## src/rtl/core/hhfe_pkg.sv

```systemverilog
// Shared types and constants for the HTTP header field extractor.
// Used by every module in rtl/core; no dependencies.
package hhfe_pkg;

  localparam int MAX_KEY_BYTES = 32;
  localparam int KEY_IDX_W     = $clog2(MAX_KEY_BYTES);
  localparam int KEY_POS_W     = $clog2(MAX_KEY_BYTES + 1);
  localparam int KEY_REG_BYTES = 8;
  localparam int KEY_REGS      = MAX_KEY_BYTES / KEY_REG_BYTES;
  localparam int KEY_W         = MAX_KEY_BYTES * 8;

  localparam int QUEUE_DEPTH   = 4;
  localparam int QPTR_W        = $clog2(QUEUE_DEPTH);
  localparam int QCNT_W        = $clog2(QUEUE_DEPTH + 1);

  localparam int CFG_ADDR_W    = 6;
  localparam int CFG_DATA_W    = 64;

  localparam logic [7:0] CH_CR    = 8'h0D;
  localparam logic [7:0] CH_LF    = 8'h0A;
  localparam logic [7:0] CH_COLON = 8'h3A;

  typedef enum logic [2:0] {
    REG_KEY_0_7   = 3'd0,
    REG_KEY_8_15  = 3'd1,
    REG_KEY_16_23 = 3'd2,
    REG_KEY_24_31 = 3'd3,
    REG_KEY_LEN   = 3'd4
  } reg_idx_t;

  typedef enum logic [1:0] {
    ST_VALUE_BYTE = 2'd0,
    ST_VALUE_END  = 2'd1,
    ST_NOT_FOUND  = 2'd2,
    ST_INCOMPLETE = 2'd3
  } status_t;

  typedef enum logic [1:0] {
    PH_NAME,
    PH_SKIP,
    PH_VALUE
  } phase_t;

  // classified request byte, as it travels through the queue
  typedef struct packed {
    logic [7:0] data;
    logic       eor;
    logic       is_cr;
    logic       is_lf;
    logic       is_colon;
  } item_t;

  typedef struct packed {
    logic  valid;
    item_t item;
  } q_head_t;

endpackage

```

## src/rtl/core/hhfe_front.sv

```systemverilog
// Front end: tags each request byte with its delimiter class.
// Depends on hhfe_pkg.
module hhfe_front (
  input  logic [7:0]    request_byte,
  input  logic          end_of_request,
  output hhfe_pkg::item_t item
);

  always_comb begin
    item.data     = request_byte;
    item.eor      = end_of_request;
    item.is_cr    = (request_byte == hhfe_pkg::CH_CR);
    item.is_lf    = (request_byte == hhfe_pkg::CH_LF);
    item.is_colon = (request_byte == hhfe_pkg::CH_COLON);
  end

endmodule

```

## src/rtl/core/hhfe_queue.sv

```systemverilog
// Short register queue between classifier and scan engine.
// Depends on hhfe_pkg.
module hhfe_queue (
  input  logic                           clk,
  input  logic                           rst_n,
  input  logic                           push,
  input  hhfe_pkg::item_t                push_item,
  output logic                           full,
  input  logic                           pop,
  output hhfe_pkg::q_head_t              head,
  output logic [hhfe_pkg::QCNT_W-1:0]    count
);

  hhfe_pkg::item_t mem_r [hhfe_pkg::QUEUE_DEPTH];
  logic [hhfe_pkg::QPTR_W-1:0] wr_ptr_r, wr_ptr_nxt;
  logic [hhfe_pkg::QPTR_W-1:0] rd_ptr_r, rd_ptr_nxt;
  logic [hhfe_pkg::QCNT_W-1:0] count_r, count_nxt;
  logic do_pop;

  assign full       = (count_r == hhfe_pkg::QCNT_W'(hhfe_pkg::QUEUE_DEPTH));
  assign head.valid = (count_r != '0);
  assign head.item  = mem_r[rd_ptr_r];
  assign count      = count_r;
  assign do_pop     = pop && head.valid;

  always_comb begin
    wr_ptr_nxt = push ? wr_ptr_r + 1'b1 : wr_ptr_r;
    rd_ptr_nxt = do_pop ? rd_ptr_r + 1'b1 : rd_ptr_r;
    count_nxt  = count_r;
    if (push && !do_pop) begin
      count_nxt = count_r + 1'b1;
    end else if (!push && do_pop) begin
      count_nxt = count_r - 1'b1;
    end
  end

  always_ff @(posedge clk) begin
    if (!rst_n) begin
      wr_ptr_r <= '0;
      rd_ptr_r <= '0;
      count_r  <= '0;
    end else begin
      wr_ptr_r <= wr_ptr_nxt;
      rd_ptr_r <= rd_ptr_nxt;
      count_r  <= count_nxt;
    end
  end

  always_ff @(posedge clk) begin
    if (push) begin
      mem_r[wr_ptr_r] <= push_item;
    end
  end

endmodule

```

## src/rtl/core/hhfe_back.sv

```systemverilog
// Scan engine: header line state machine plus registered result slot.
// Depends on hhfe_pkg.
module hhfe_back (
  input  logic                              clk,
  input  logic                              rst_n,
  input  hhfe_pkg::q_head_t                 head,
  output logic                              pop,
  input  logic [hhfe_pkg::KEY_W-1:0]        key,
  input  logic [5:0]                        key_length,
  output logic                              out_valid,
  input  logic                              out_ready,
  output logic [7:0]                        out_value_byte,
  output hhfe_pkg::status_t                 out_status
);

  hhfe_pkg::phase_t                phase_r, phase_nxt;
  logic [hhfe_pkg::KEY_POS_W-1:0]  pos_r, pos_nxt;
  logic                            match_r, match_nxt;
  logic [1:0]                      tp_r, tp_nxt;
  logic                            fin_r, fin_nxt;

  logic                            valid_r, valid_nxt;
  logic [7:0]                      vbyte_r, vbyte_nxt;
  hhfe_pkg::status_t               status_r, status_nxt;

  logic [hhfe_pkg::KEY_POS_W-1:0]  klen;
  logic [7:0]                      key_byte;
  logic                            blank;
  logic                            have;
  logic [7:0]                      res_byte;
  hhfe_pkg::status_t               res_status;
  logic                            done;
  hhfe_pkg::item_t                 it;

  assign it  = head.item;
  assign pop = head.valid && (!valid_r || out_ready);

  assign klen = (key_length > 6'(hhfe_pkg::MAX_KEY_BYTES))
              ? hhfe_pkg::KEY_POS_W'(hhfe_pkg::MAX_KEY_BYTES)
              : hhfe_pkg::KEY_POS_W'(key_length);
  assign key_byte = key[pos_r[hhfe_pkg::KEY_IDX_W-1:0]*8 +: 8];

  // CR LF CR LF tracking
  always_comb begin
    blank = (tp_r == 2'd3) && it.is_lf;
    if (it.is_cr) begin
      tp_nxt = (tp_r == 2'd2) ? 2'd3 : 2'd1;
    end else if (it.is_lf) begin
      tp_nxt = (tp_r == 2'd1) ? 2'd2 : 2'd0;
    end else begin
      tp_nxt = 2'd0;
    end
  end

  // next state
  always_comb begin
    phase_nxt = phase_r;
    pos_nxt   = pos_r;
    match_nxt = match_r;
    fin_nxt   = fin_r;
    if (!fin_r) begin
      if (blank) begin
        fin_nxt = 1'b1;
      end else begin
        case (phase_r)
          hhfe_pkg::PH_NAME: begin
            if (it.is_colon) begin
              phase_nxt = (match_r && pos_r >= klen) ? hhfe_pkg::PH_VALUE : hhfe_pkg::PH_SKIP;
            end else if (it.is_cr) begin
              phase_nxt = hhfe_pkg::PH_SKIP;
            end else if (pos_r < klen) begin
              if (it.data != key_byte) begin
                match_nxt = 1'b0;
              end
              pos_nxt = pos_r + 1'b1;
            end
          end
          hhfe_pkg::PH_SKIP: begin
            if (tp_nxt == 2'd2) begin
              phase_nxt = hhfe_pkg::PH_NAME;
              pos_nxt   = '0;
              match_nxt = 1'b1;
            end
          end
          hhfe_pkg::PH_VALUE: begin
            if (it.is_cr) begin
              fin_nxt = 1'b1;
            end
          end
          default: phase_nxt = hhfe_pkg::PH_NAME;
        endcase
      end
    end
    if (it.eor) begin
      phase_nxt = hhfe_pkg::PH_NAME;
      pos_nxt   = '0;
      match_nxt = 1'b1;
      fin_nxt   = 1'b0;
    end
  end

  // result of the current byte
  always_comb begin
    have       = 1'b0;
    res_byte   = '0;
    res_status = hhfe_pkg::ST_VALUE_BYTE;
    done       = fin_r || blank || (phase_r == hhfe_pkg::PH_VALUE && it.is_cr);
    if (!fin_r) begin
      if (blank) begin
        have       = 1'b1;
        res_status = hhfe_pkg::ST_NOT_FOUND;
      end else if (phase_r == hhfe_pkg::PH_VALUE) begin
        have = 1'b1;
        if (it.is_cr) begin
          res_status = hhfe_pkg::ST_VALUE_END;
        end else begin
          res_byte = it.data;
        end
      end
    end
    // open search at end of request overrides a value byte
    if (it.eor && !done) begin
      have       = 1'b1;
      res_byte   = '0;
      res_status = hhfe_pkg::ST_INCOMPLETE;
    end
  end

  always_comb begin
    valid_nxt  = valid_r;
    vbyte_nxt  = vbyte_r;
    status_nxt = status_r;
    if (pop && have) begin
      valid_nxt  = 1'b1;
      vbyte_nxt  = res_byte;
      status_nxt = res_status;
    end else if (out_ready) begin
      valid_nxt = 1'b0;
    end
  end

  always_ff @(posedge clk) begin
    if (!rst_n) begin
      phase_r <= hhfe_pkg::PH_NAME;
      pos_r   <= '0;
      match_r <= 1'b1;
      tp_r    <= 2'd0;
      fin_r   <= 1'b0;
      valid_r <= 1'b0;
    end else begin
      valid_r <= valid_nxt;
      if (pop) begin
        phase_r <= phase_nxt;
        pos_r   <= pos_nxt;
        match_r <= match_nxt;
        fin_r   <= fin_nxt;
        tp_r    <= (it.eor || fin_r) ? 2'd0 : tp_nxt;
      end
    end
  end

  always_ff @(posedge clk) begin
    vbyte_r  <= vbyte_nxt;
    status_r <= status_nxt;
  end

  assign out_valid      = valid_r;
  assign out_value_byte = vbyte_r;
  assign out_status     = status_r;

endmodule

```

## src/rtl/core/http_header_field_extractor.sv

```systemverilog
// HTTP header field extractor, top level: APB key registers, classifier, queue, scan engine.
// Accepted bytes are queued, then scanned; results are registered before out_tvalid.
// Throughput: one request byte per cycle unless output stalls fill the four-entry queue.
// Reset (synchronous, rst_n low): scan state, queue, result slot and key registers clear.
// Depends on hhfe_pkg, hhfe_front, hhfe_queue, hhfe_back.
module http_header_field_extractor (
  input  logic                               clk,
  input  logic                               rst_n,
  input  logic                               in_tvalid,
  output logic                               in_tready,
  input  logic [7:0]                         in_tdata,   // [7:0] request_byte
  input  logic                               in_tlast,   // end_of_request
  output logic                               out_tvalid,
  input  logic                               out_tready,
  output logic [15:0]                        out_tdata,  // [7:0] value_byte, [9:8] status
  input  logic                               cfg_psel,
  input  logic                               cfg_penable,
  input  logic                               cfg_pwrite,
  input  logic [hhfe_pkg::CFG_ADDR_W-1:0]    cfg_paddr,
  input  logic [hhfe_pkg::CFG_DATA_W-1:0]    cfg_pwdata,
  output logic [hhfe_pkg::CFG_DATA_W-1:0]    cfg_prdata,
  output logic                               cfg_pready
);

  logic [hhfe_pkg::CFG_DATA_W-1:0] key_r [hhfe_pkg::KEY_REGS];
  logic [5:0]                      key_len_r;
  logic [hhfe_pkg::KEY_W-1:0]      key_flat;
  logic                            cfg_wr;
  hhfe_pkg::reg_idx_t              cfg_idx;

  hhfe_pkg::item_t                 fe_item;
  hhfe_pkg::q_head_t               q_head;
  logic                            q_full;
  logic                            q_pop;
  logic [hhfe_pkg::QCNT_W-1:0]     q_count;
  logic                            in_push;
  logic [7:0]                      res_byte;
  hhfe_pkg::status_t               res_status;

  assign cfg_pready = 1'b1;
  assign cfg_wr     = cfg_psel && cfg_penable && cfg_pwrite && cfg_pready;
  assign cfg_idx    = hhfe_pkg::reg_idx_t'(cfg_paddr[5:3]);

  always_ff @(posedge clk) begin
    if (!rst_n) begin
      for (int i = 0; i < hhfe_pkg::KEY_REGS; i++) begin
        key_r[i] <= '0;
      end
      key_len_r <= '0;
    end else if (cfg_wr) begin
      case (cfg_idx)
        hhfe_pkg::REG_KEY_0_7:   key_r[0] <= cfg_pwdata;
        hhfe_pkg::REG_KEY_8_15:  key_r[1] <= cfg_pwdata;
        hhfe_pkg::REG_KEY_16_23: key_r[2] <= cfg_pwdata;
        hhfe_pkg::REG_KEY_24_31: key_r[3] <= cfg_pwdata;
        hhfe_pkg::REG_KEY_LEN:   key_len_r <= cfg_pwdata[5:0];
        default: ;
      endcase
    end
  end

  always_comb begin
    case (cfg_idx)
      hhfe_pkg::REG_KEY_0_7:   cfg_prdata = key_r[0];
      hhfe_pkg::REG_KEY_8_15:  cfg_prdata = key_r[1];
      hhfe_pkg::REG_KEY_16_23: cfg_prdata = key_r[2];
      hhfe_pkg::REG_KEY_24_31: cfg_prdata = key_r[3];
      hhfe_pkg::REG_KEY_LEN:   cfg_prdata = {{(hhfe_pkg::CFG_DATA_W-6){1'b0}}, key_len_r};
      default:                 cfg_prdata = '0;
    endcase
  end

  always_comb begin
    for (int i = 0; i < hhfe_pkg::KEY_REGS; i++) begin
      key_flat[i*hhfe_pkg::CFG_DATA_W +: hhfe_pkg::CFG_DATA_W] = key_r[i];
    end
  end

  assign in_tready = !q_full;
  assign in_push   = in_tvalid && in_tready;

  hhfe_front u_front (
    .request_byte   (in_tdata),
    .end_of_request (in_tlast),
    .item           (fe_item)
  );

  hhfe_queue u_queue (
    .clk       (clk),
    .rst_n     (rst_n),
    .push      (in_push),
    .push_item (fe_item),
    .full      (q_full),
    .pop       (q_pop),
    .head      (q_head),
    .count     (q_count)
  );

  hhfe_back u_back (
    .clk            (clk),
    .rst_n          (rst_n),
    .head           (q_head),
    .pop            (q_pop),
    .key            (key_flat),
    .key_length     (key_len_r),
    .out_valid      (out_tvalid),
    .out_ready      (out_tready),
    .out_value_byte (res_byte),
    .out_status     (res_status)
  );

  assign out_tdata = {6'd0, res_status, res_byte};

  // scan engine only takes entries that exist
  a_pop_has_entry: assert property (@(posedge clk) disable iff (!rst_n)
    q_pop |-> q_head.valid)
    else $error("pop from empty queue");

  // queue occupancy stays within its depth
  a_count_bound: assert property (@(posedge clk) disable iff (!rst_n)
    q_count <= hhfe_pkg::QCNT_W'(hhfe_pkg::QUEUE_DEPTH))
    else $error("queue overflow");

  // status transactions carry a zero value byte
  a_status_zero_byte: assert property (@(posedge clk) disable iff (!rst_n)
    (out_tvalid && out_tdata[9:8] != hhfe_pkg::ST_VALUE_BYTE) |-> out_tdata[7:0] == 8'd0)
    else $error("nonzero value byte on status");

  // no result leaves right after reset
  a_reset_idle: assert property (@(posedge clk)
    !rst_n |=> !out_tvalid)
    else $error("result valid after reset");

endmodule
```

## config.mk

```make
export PLATFORM = sky130hd
export DESIGN_NAME = http_header_field_extractor
export DESIGN_NICKNAME = d
export VERILOG_FILES = /design/src/rtl/core/hhfe_pkg.sv /design/src/rtl/core/hhfe_front.sv /design/src/rtl/core/hhfe_queue.sv /design/src/rtl/core/hhfe_back.sv /design/src/rtl/core/http_header_field_extractor.sv
export SDC_FILE = /design/constraint.sdc
export NUM_CORES = 1
export LEC_CHECK = 0
export BUFFER_PORTS_ARGS = -buffer_cell sky130_fd_sc_hd__buf_2
export CAP_MARGIN = 20
export CORE_ASPECT_RATIO = 2
export CORE_MARGIN = 2
export CORE_UTILIZATION = 53
export DETAILED_ROUTE_END_ITERATION = 12
export GPL_TIMING_DRIVEN = 0
export PLACE_DENSITY = 0.77
export SYNTH_ARGS = -nofsm -noshare
export SYNTH_HDL_FRONTEND = slang
export SYNTH_SLANG_ARGS = --single-unit
```

## constraint.sdc

```tcl
create_clock -name clk -period 8.1 [get_ports clk]
set_input_delay 0.405 -clock clk [delete_from_list [all_inputs] [get_ports clk]]
set_output_delay 0.405 -clock clk [all_outputs]
set_load 0.01 [all_outputs]
```

# [Yosys cells after proc, flatten, opt, wreduce, memory -nomap -nowiden]
# Memory sizes are Yosys's and may differ from the RTL's. A register that Yosys moved wholly into a read port is not among the register bits.
# Cells that the tools add are included.
[totals] wordCells=158 out_inout_bits=83 ram_bits=304 latchBits=0 reg_bits=36 romBits=0 n_memories=2
[mem_list] name="key_r" words=4 word_bits=64 read_ports=4 rd_clocked_by_memory_dff=0 wr=4 line_no="http_header_field_extractor.sv:25" source="logic [hhfe_pkg::CFG_DATA_W-1:0] key_r [hhfe_pkg::KEY_REGS];"
[mem_list] name="u_queue.mem_r" words=4 word_bits=12 read_ports=1 rd_clocked_by_memory_dff=1 wr=1 line_no="hhfe_queue.sv:14" source="hhfe_pkg::item_t mem_r [hhfe_pkg::QUEUE_DEPTH];"
[op_classes] reduce_logical=32 shifts=1 magnitude_cmp=3 eq_ne=24 bitwise_logic=5 add_sub_neg=5 mux=74 mul=0 div_mod_pow=0
[ops] op="64-bit case mux with 5 select lines" count=1
[ops] op="64-bit 2-to-1 mux" count=4
[ops] op="256-bit by 9-bit indexed part select with 8-bit output" count=1
[ops] op="6-bit 2-to-1 mux" count=8
[ops] op="1-bit 2-to-1 mux" count=39
[ops] op="2-bit 2-to-1 mux" count=17
[ops] op="8-bit by 4-bit == test with 1-bit output (second input constant)" count=2
[ops] op="1-bit logical AND" count=12
[ops] op="6-bit case mux with 2 select lines" count=1
[ops] op="3-bit by 1-bit != test with 1-bit output (second input constant)" count=3
[ops] op="9-bit AND reduction" count=1
[ops] op="2-bit == test (second input constant)" count=4
[ops] op="8-bit by 6-bit == test with 1-bit output (second input constant)" count=1
[ops] op="8-bit != test" count=1
[ops] op="8-bit AND reduction" count=1
[ops] op="6-bit by 1-bit adder with 6-bit output (second input constant)" count=1
[ops] op="3-bit by 2-bit == test with 1-bit output (second input constant)" count=2
[ops] op="3-bit == test (second input constant)" count=2
[ops] op="6-bit >= comparator" count=1
[ops] op="6-bit greater-than comparator (second input constant)" count=1
[ops] op="6-bit < comparator" count=1
[ops] op="3-bit 2-to-1 mux" count=2
[ops] op="3-bit by 2-bit != test with 1-bit output (second input constant)" count=2
[ops] op="2-bit case mux with 3 select lines" count=1
[ops] op="other kinds (20)" count=35

# [Logic depth before layout (Yosys ltp)]
# Gate-level depths: netlist of the first run.
# An unclocked memory read counts as a cell.
[depth] word_depth=11 mapped_depth=12

# [By module]
# From an unflattened synthesis of the first run, not the netlist that was laid out.
[unflattened] hier_cells=1196 area_unflattened_um2=17641.9
[by_module_without_submodules] module="http_header_field_extractor" cells_each=760 instances=1 area_each_um2=11873.9 seq_area_each_um2=7807.5
[by_module_without_submodules] module="hhfe_back" cells_each=315 instances=1 area_each_um2=3445.8 seq_area_each_um2=560.5
[by_module_without_submodules] module="hhfe_queue" cells_each=105 instances=1 area_each_um2=2205.9 seq_area_each_um2=1621.6
[by_module_without_submodules] module="hhfe_front" cells_each=16 instances=1 area_each_um2=116.4 seq_area_each_um2=0.0

# [Least setup slack after synthesis of the first run]
# No wires, ideal clock.
[synth_timing] kind="in2reg" startpoint="in cfg_paddr[3] in the netlist's numbering" endpoint="mem key_r[0][0] in the netlist's numbering (enable)" required_time_ns=7.526 cell_stages=3 arrival_ns=5.512 setup_time_ns=0.574 setup_slack_ns=2.013 path_cell_list="clkbuf_1 > or3_1 > o21ai_0"
[synth_rtl] element="start, declared" line_no="http_header_field_extractor.sv:19" source="input logic [hhfe_pkg::CFG_ADDR_W-1:0] cfg_paddr,"
[synth_rtl] element="end, declared" line_no="http_header_field_extractor.sv:25"

# [Worst setup path after layout of the first run]
[layout_timing] startpoint="reg u_back.pos_r[1] in the netlist's numbering" endpoint="reg u_back.match_r"
[layout_via] elab_chain_cells=4
[layout_rtl] element="start, declared" line_no="hhfe_back.sv:17" source="logic [hhfe_pkg::KEY_POS_W-1:0] pos_r, pos_nxt;"
[layout_rtl] element="start signal, assigned" line_no="hhfe_back.sv:154" source="pos_r <= pos_nxt;"
[layout_rtl] element="256-bit by 9-bit indexed part select with 8-bit output" line_no="hhfe_back.sv:41" source="assign key_byte = key[pos_r[hhfe_pkg::KEY_IDX_W-1:0]*8 +: 8];"
[layout_rtl] element="8-bit != test" line_no="hhfe_back.sv:72" source="if (it.data != key_byte) begin"
[layout_rtl] element="3-bit by 1-bit != test with 1-bit output (no line)"
[layout_rtl] element="9-bit AND reduction (no line) (*)"
[layout_rtl] element="end signal, assigned" line_no="hhfe_back.sv:155" source="match_r <= match_nxt;"
[layout_rtl] element="end, declared" line_no="hhfe_back.sv:18" source="logic match_r, match_nxt;"
# Every way passes the cells marked *; elsewhere a longest branch is shown, timed or not.
# A chain may end at the register's enable or synchronous reset.

==> results by group, run 1 <==
Critical path
  – Reg-to-Reg Start: u_back.pos_r[1]
  – Worst setup SP type: register
  – Critical path class: register to register
  – Element type at the critical path end: register
  – Reg2reg end: u_back.match_r
  – Worst-path maximum fanout: 10
  – Worst R2R Path Depth: 8
  – Worst endpoint data arrival time: 4770 ps
  – Worst EP required: 8600 ps
  – FF-to-FF setup slack: 3830 ps

Yosys
  – EDFF count, synth: 314
  – Top_reg_cell synth: edfxtp_1
  – Post-synth top area share: 0.558
  – Synth Cell Area: 0.0169 mm²
  – FFs w/ async S/R, synth: 0
  – Synthesis Warnings: 0
  – Syn Area/Cell: 13.4 µm²
  – Most common cell in the netlist: edfxtp_1
  – Synthesis-stage register bit count: 342
  – Synth area leader: edfxtp_1
  – Synth Instances: 1257
  – Synth cell types: 70
  – Seq/Total Area, Yosys: 0.591
  – Commonest cells post-synth: edfxtp_1, and2_1, a22oi_1, nand2_1, mux4_2
  – Synth area leaders: edfxtp_1, and2_1, mux4_2

Drt
  – Drt via density: 6.58
  – DRT Pass-1 Iters: 5
  – DRC: 0
  – Post-DRT Antenna Nets: 0
  – WL final: 56500 µm
  – Via count: 12600
  – WL per Instance: 29.5 µm
  – Iteration-0 DRC Markers: 1548

STA
  – Max Fclk: 234 MHz
  – Fin crit period: 4270 ps
  – Max Slew Vio Count: 0
  – Final Skew: 14.2 ps
  – Final Cycle Share: 0.527
  – Setup violators final: 0
  – Total Neg Setup Slack: 0 ps
  – Final Hold Viols: 0
  – Slew headroom: 0.182
  – RSZ-0062 raised after global routing: no
  – Tightest Pin Transition: 1230 ps

Global route
  – Vias in the first global route: 13000
  – Initial antenna violation count: 3
  – Largest net degree at the start of global routing: 23
  – Met3 usage: 0.0651
  – Routing usage on met1: 0.331
  – Gr usage total: 0.340
  – First-pass GRT wire length: 80700 µm
  – Met2 global-route usage: 0.582
  – Top Usage Layer GRT: met2
  – GRT overflow: 0

CTS
  – Sink Count: 342
  – CTS Buffer Depth: 3
  – # hold bufs at CTS: 0
  – CTS root buf: clkbuf_16
  – PostCTS Resize Cnt: 0
  – Worst skew pair latency: 590 ps
  – Clock transition at path regs: 70 ps
  – Setup bufs post-CTS: 0
  – CTS Buf Count: 30
  – Clock tree from TritonCTS: done
  – H-tree Lvls: 1

Finish
  – Final design utilization: 0.625
  – Area Overhead vs Synth: 16.3%
  – Layout cells sized above 1: 0.228
  – Number of fill cells: 2385
  – Area occupied by multi-input gates: 0.00650 mm²
  – Register area: 0.00999 mm²
  – Final nets: 1563
  – Final Cell Area: 0.0197 mm²

Hold path
  – HP Class: input port to register
  – Hold path depth: 1
  – Hold path start: in_tlast
  – Hold Path Sink: u_queue.mem_r[1][3]

Floorplan
  – Die height: 257 µm
  – Chip width: 130 µm
  – Starting Density: 0.538
  – IO Pins: 169
  – Die area: 0.0334 mm²
  – FP Rows: 92
  – Core Area: 0.0314 mm²

Power
  – Part of the power in registers: 0.446
  – Total Power Consumption: 4860 µW
  – Logic pwr share: 0.237
  – Maximum vdd drop: 0.156 mV
  – Sw Pwr: 1430 µW
  – Pwr/cell area: 247 mW/mm²
  – Clock share of power: 0.316
  – Pint: 3430 µW
  – Switching fraction of total power: 0.294
  – Leak Pwr: 0.00720 µW

Placement
  – HPWL after DPL: 41700 µm
  – RD Place Congestion: 0.962
  – Placed inst area: 0.0186 mm²
  – IO buf count: 158

Run status
  – Status: completed

Run
  – Max-cap violations: 0
==> per-stage QoR <==
stage                     hold slack [ps]  setup slack, ps  std cells
after floorplan                       462             2010       1262
after global placement                490            -1860       1843
after detailed placement              521             4070       1855
after CTS                            30.3             4040       1911
after global routing                 42.9             3860       1912
final                                43.5             3830       1913
==> final cells by class <==
class                   instances  area share
inverters                       9     0.00172
diodes                          2    0.000255
repair buffers                170      0.0559
plain buffers                  92      0.0225
flip-flops and latches        342       0.508
clock buffers                  31      0.0384
clock inverters                25      0.0150
multi-input cells             819       0.331
well taps                     423      0.0269
==> power groups by stage <==
stage	sequential, µW	clock [µW]	combinational (µW)
2_1_floorplan	2200	0	717
5_1_grt	2180	1590	1210
6_report	2170	1540	1150
3_5_place_dp	2210	0	1130
4_1_cts	2170	1530	1130
3_3_place_gp	2220	0	1080
==> critical path: stages, from the launching register on <==
cell,delay [ps]
dfxtp_1,530
buf_1,890
clkbuf_1,780
buf_2,450
a211oi_1,120
nor4_1,800
xnor2_1,190
o2111ai_1,210
o21ai_0,200
==> routing by layer <==
layer / part of all wire / vias up
met5: 0.00028 / -
met4: 0.12 / 2
met3: 0.090 / 366
met2: 0.51 / 962
met1: 0.29 / 6087
li1: - / 5161
==> state kept, by name, summed over array words and instances, names as in the netlist, named ones only <==
name                   flops
u_back.out_valid           1
u_queue.mem_r             48
key_r                    256
u_back.phase_r             2
u_back.out_value_byte      8
u_back.out_status          2
u_back.tp_r                2
u_queue.count              3
u_back.fin_r               1
u_queue.wr_ptr_r           2
u_queue.rd_ptr_r           2
u_back.match_r             1
u_back.pos_r               6
key_len_r                  6
==> worst max path at each step <==
stage / start / slack [ps] / end / cells past startpoint
after floorplan: cfg_paddr[3] / 2010 / key_r[0][0] / 3
after global placement: cfg_paddr[3] / -1860 / key_r[0][44] / 4
after detailed placement: u_back.pos_r[1] / 4070 / u_back.match_r / 8
after CTS: u_back.pos_r[1] / 4040 / u_back.match_r / 8
after global routing: u_back.pos_r[1] / 3860 / u_back.match_r / 8
final: u_back.pos_r[1] / 3830 / u_back.match_r / 8
==> cells in the final DEF, fill, tap and decap left out, drive strengths merged, types with 16 or more instances in the layout <==
master	instances
and2	270
nor2b	28
mux2i	34
mux4	64
nand2	83
buf	197
clkbuf	96
nor2	25
dfxtp	28
clkinv	16
a22oi	129
edfxtp	314
==> kinds of logic after synthesis <==
| family | count (synthesis) | synth area share |
|---|---|---|
| other cells | 2 | 0.000444 |
| compound gates | 202 | 0.0889 |
| flops | 342 | 0.591 |
| mux | 110 | 0.114 |
| fa+ha+maj | 13 | 0.0101 |
| simple gates | 472 | 0.160 |
| buf+inv | 101 | 0.0281 |
| xor+xnor | 15 | 0.00777 |
No activity file was read; power rests on OpenSTA's default activity.
==> run 2: changes to the inputs <==
==> constraint.sdc (replaced) <==
create_clock -name clk -period 4.1 [get_ports clk]
set_input_delay 0.205 -clock clk [delete_from_list [all_inputs] [get_ports clk]]
set_output_delay 0.205 -clock clk [all_outputs]
set_load 0.01 [all_outputs]
==> run 2 against run 1 <==
Effect of this change:
- maximum frequency up 6.0%
- design area up 3.4%
- via count up 1.8%
- total power up 99%
- critical path type unchanged
- sequential cell count unchanged
- core utilization up 2.1 points
==> results by group, run 2 (same netlist as run 1, synthesis figures left out) <==
Run status
  – Status: completed

Finish
  – Most frequent cells in the layout: edfxtp_1, and2_1, buf_2
  – Most common cell after layout, fill and taps aside: edfxtp_1
  – Max FFs per register: 256 (unchanged)
  – Area Overhead vs Synth: 20.2%
  – Layout cells sized above 1: 0.218 (-0.0100)
  – Final nets: 1637 (+4.7%)
  – Final design utilization: 0.647 (+0.0212)
  – Number of fill cells: 2318 (-2.8%)
  – Biggest register: key_r

STA
  – Max Fclk: 249 MHz (+6.0%)
  – Total Neg Setup Slack: 0 ps (unchanged)
  – Setup violators final: 0 (unchanged)
  – Tightest Pin Transition: 1290 ps (+64.6 ps)
  – Fin crit period: 4020 ps (-243 ps)
  – Max Slew Vio Count: 0 (unchanged)
  – Final Hold Viols: 0 (unchanged)
  – Slew headroom: 0.139 (-0.0431)
  – Final Skew: 13.2 ps (-1.03 ps)
  – Final Cycle Share: 0.981 (+0.455)
  – RSZ-0062 raised after global routing: no

Critical path
  – Worst setup SP type: register
  – Reg-to-Reg Start: u_back.pos_r[1]
  – CP startpoint: u_back.pos_r[1]
  – Critical path class: register to register
  – Worst endpoint data arrival time: 4530 ps (-240 ps)
  – Element type at the critical path end: register
  – Worst EP required: 4610 ps (-3990 ps)
  – Worst-path maximum fanout: 10 (unchanged)

Power
  – Logic pwr share: 0.246 (+0.009)
  – Leak Pwr: 0.00747 µW (+3.8%)
  – Maximum vdd drop: 0.360 mV (+130%)
  – Sw Pwr: 2890 µW (+100%)
  – Part of the power in registers: 0.443 (-0.003)
  – Switching fraction of total power: 0.298 (+0.00401)
  – Pint: 6800 µW (+98%)
  – Total Power Consumption: 9680 µW (+99%)
  – Pwr/cell area: 477 mW/mm² (+93%)
  – Clock share of power: 0.311 (-0.005)

Placement
  – IO buf count: 158 (unchanged)
  – HPWL after DPL: 42600 µm (+2.1%)
  – RD Place Congestion: 0.999 (+3.9%)

Floorplan
  – Starting Density: 0.538 (unchanged)
  – Core Area: 0.0314 mm² (unchanged)
  – Die area: 0.0334 mm² (unchanged)
  – Chip width: 130 µm (unchanged)
  – Die height: 257 µm (unchanged)
  – IO Pins: 169 (unchanged)
  – FP Rows: 92 (unchanged)

Drt
  – WL per Instance: 29.7 µm (+0.66%)
  – Post-DRT Antenna Nets: 0 (unchanged)
  – Iteration-0 DRC Markers: 1524 (-1.6%)
  – DRT Pass-1 Iters: 6 (+1)
  – Met3 WL post-DR: 5250 µm (+2.8%)
  – Met1 WL: 17600 µm (+8.5%)
  – Drt via density: 6.45 (-1.9%)
  – Via count: 12800 (+1.8%)
  – WL met2: 29700 µm (+3.8%)
  – WL final: 59000 µm (+4.4%)
  – Top Layer Used: met4
  – DRC: 0 (unchanged)

CTS
  – CTS Buf Count: 29 (-3.3%)
  – CTS Buffer Depth: 3 (unchanged)
  – Worst skew pair latency: 580 ps (about the same)
  – H-tree Lvls: 1 (unchanged)
  – PostCTS Resize Cnt: 0 (unchanged)
  – Clock tree from TritonCTS: done
  – Clock transition at path regs: 70 ps (about the same)
  – CTS root buf: clkbuf_16
  – Sink Count: 342 (unchanged)

Global route
  – Vias in the first global route: 13200 (+0.95%)
  – Gr usage total: 0.356 (+0.0164)
  – First-pass GRT wire length: 84400 µm (+4.5%)
  – Initial antenna violation count: 1 (-2)
  – GRT overflow: 0 (unchanged)
  – Largest net degree at the start of global routing: 25 (+8.7%)

Hold path
  – Hold path start: out_tready
  – HP Class: input port to register

Run
  – Max-cap violations: 0 (unchanged)
==> run 2: metal layers <==
| layer | track usage | vias up |
|---|---|---|
| li1 | - | 5316 |
| met1 | 0.363 | 6225 |
| met2 | 0.607 | 909 |
| met3 | 0.0724 | 356 |
| met4 | 0.303 | 0 |
| met5 | 0 | - |
==> run 2: cell type report <==
cell class	count	area, µm²	area share
Clock inverter	20	277	0.0136
Clock buffer	34	744	0.0366
Tap cell	423	529	0.0260
Timing Repair Buffer	245	1800	0.0887
Antenna cell	1	2.50	0.000123
Buffer	92	442	0.0217
Multi-Input combinational cell	819	6500	0.320
Sequential cell	342	9990	0.492
Inverter	9	33.8	0.00166
==> run 2: metrics by stage <==
step	hold WS (ps)	cells	area, µm²	setup slack, ps
global placement	419	1843	18200	-2620
CTS	62.6	1983	20300	263
floorplan	304	1262	16900	-58.5
finish	81.4	1985	20300	76.7
global route	101	1985	20300	164
detailed placement	428	1855	18500	310
==> run 2: power groups by stage <==
stage	combinational, µW	clock (µW)	sequential, µW
after floorplan	1420	0	4330
after global placement	2190	0	4370
after detailed placement	2270	0	4360
after CTS	2330	3000	4290
after global routing	2480	3120	4320
final	2380	3010	4290
==> run 2: repair_timing <==
action                     in CTS  in global routing
hold endpoints to repair      291                  0
setup endpoints to repair       0                  0
hold buffers                   74                  0
buffers inserted                0                  0
==> run 2: path summary, 6_finish.rpt <==
path	slack, ps	cells past startpoint	endpoint
worst max register to register	80	9	u_back.match_r
worst min register to register	540	2	u_queue.count[2]
worst min-delay path	80	3	u_back.out_valid
worst max-delay path	80	9	u_back.match_r
==> run 2: worst max-delay path, stage by stage, from the launching register on <==
cell,delay (ps)
dfxtp_1,540
buf_1,890
clkbuf_1,730
buf_2,520
mux2_2,250
nand2_1,60
a21oi_1,480
xnor2_1,180
o2111ai_1,140
o21ai_0,150
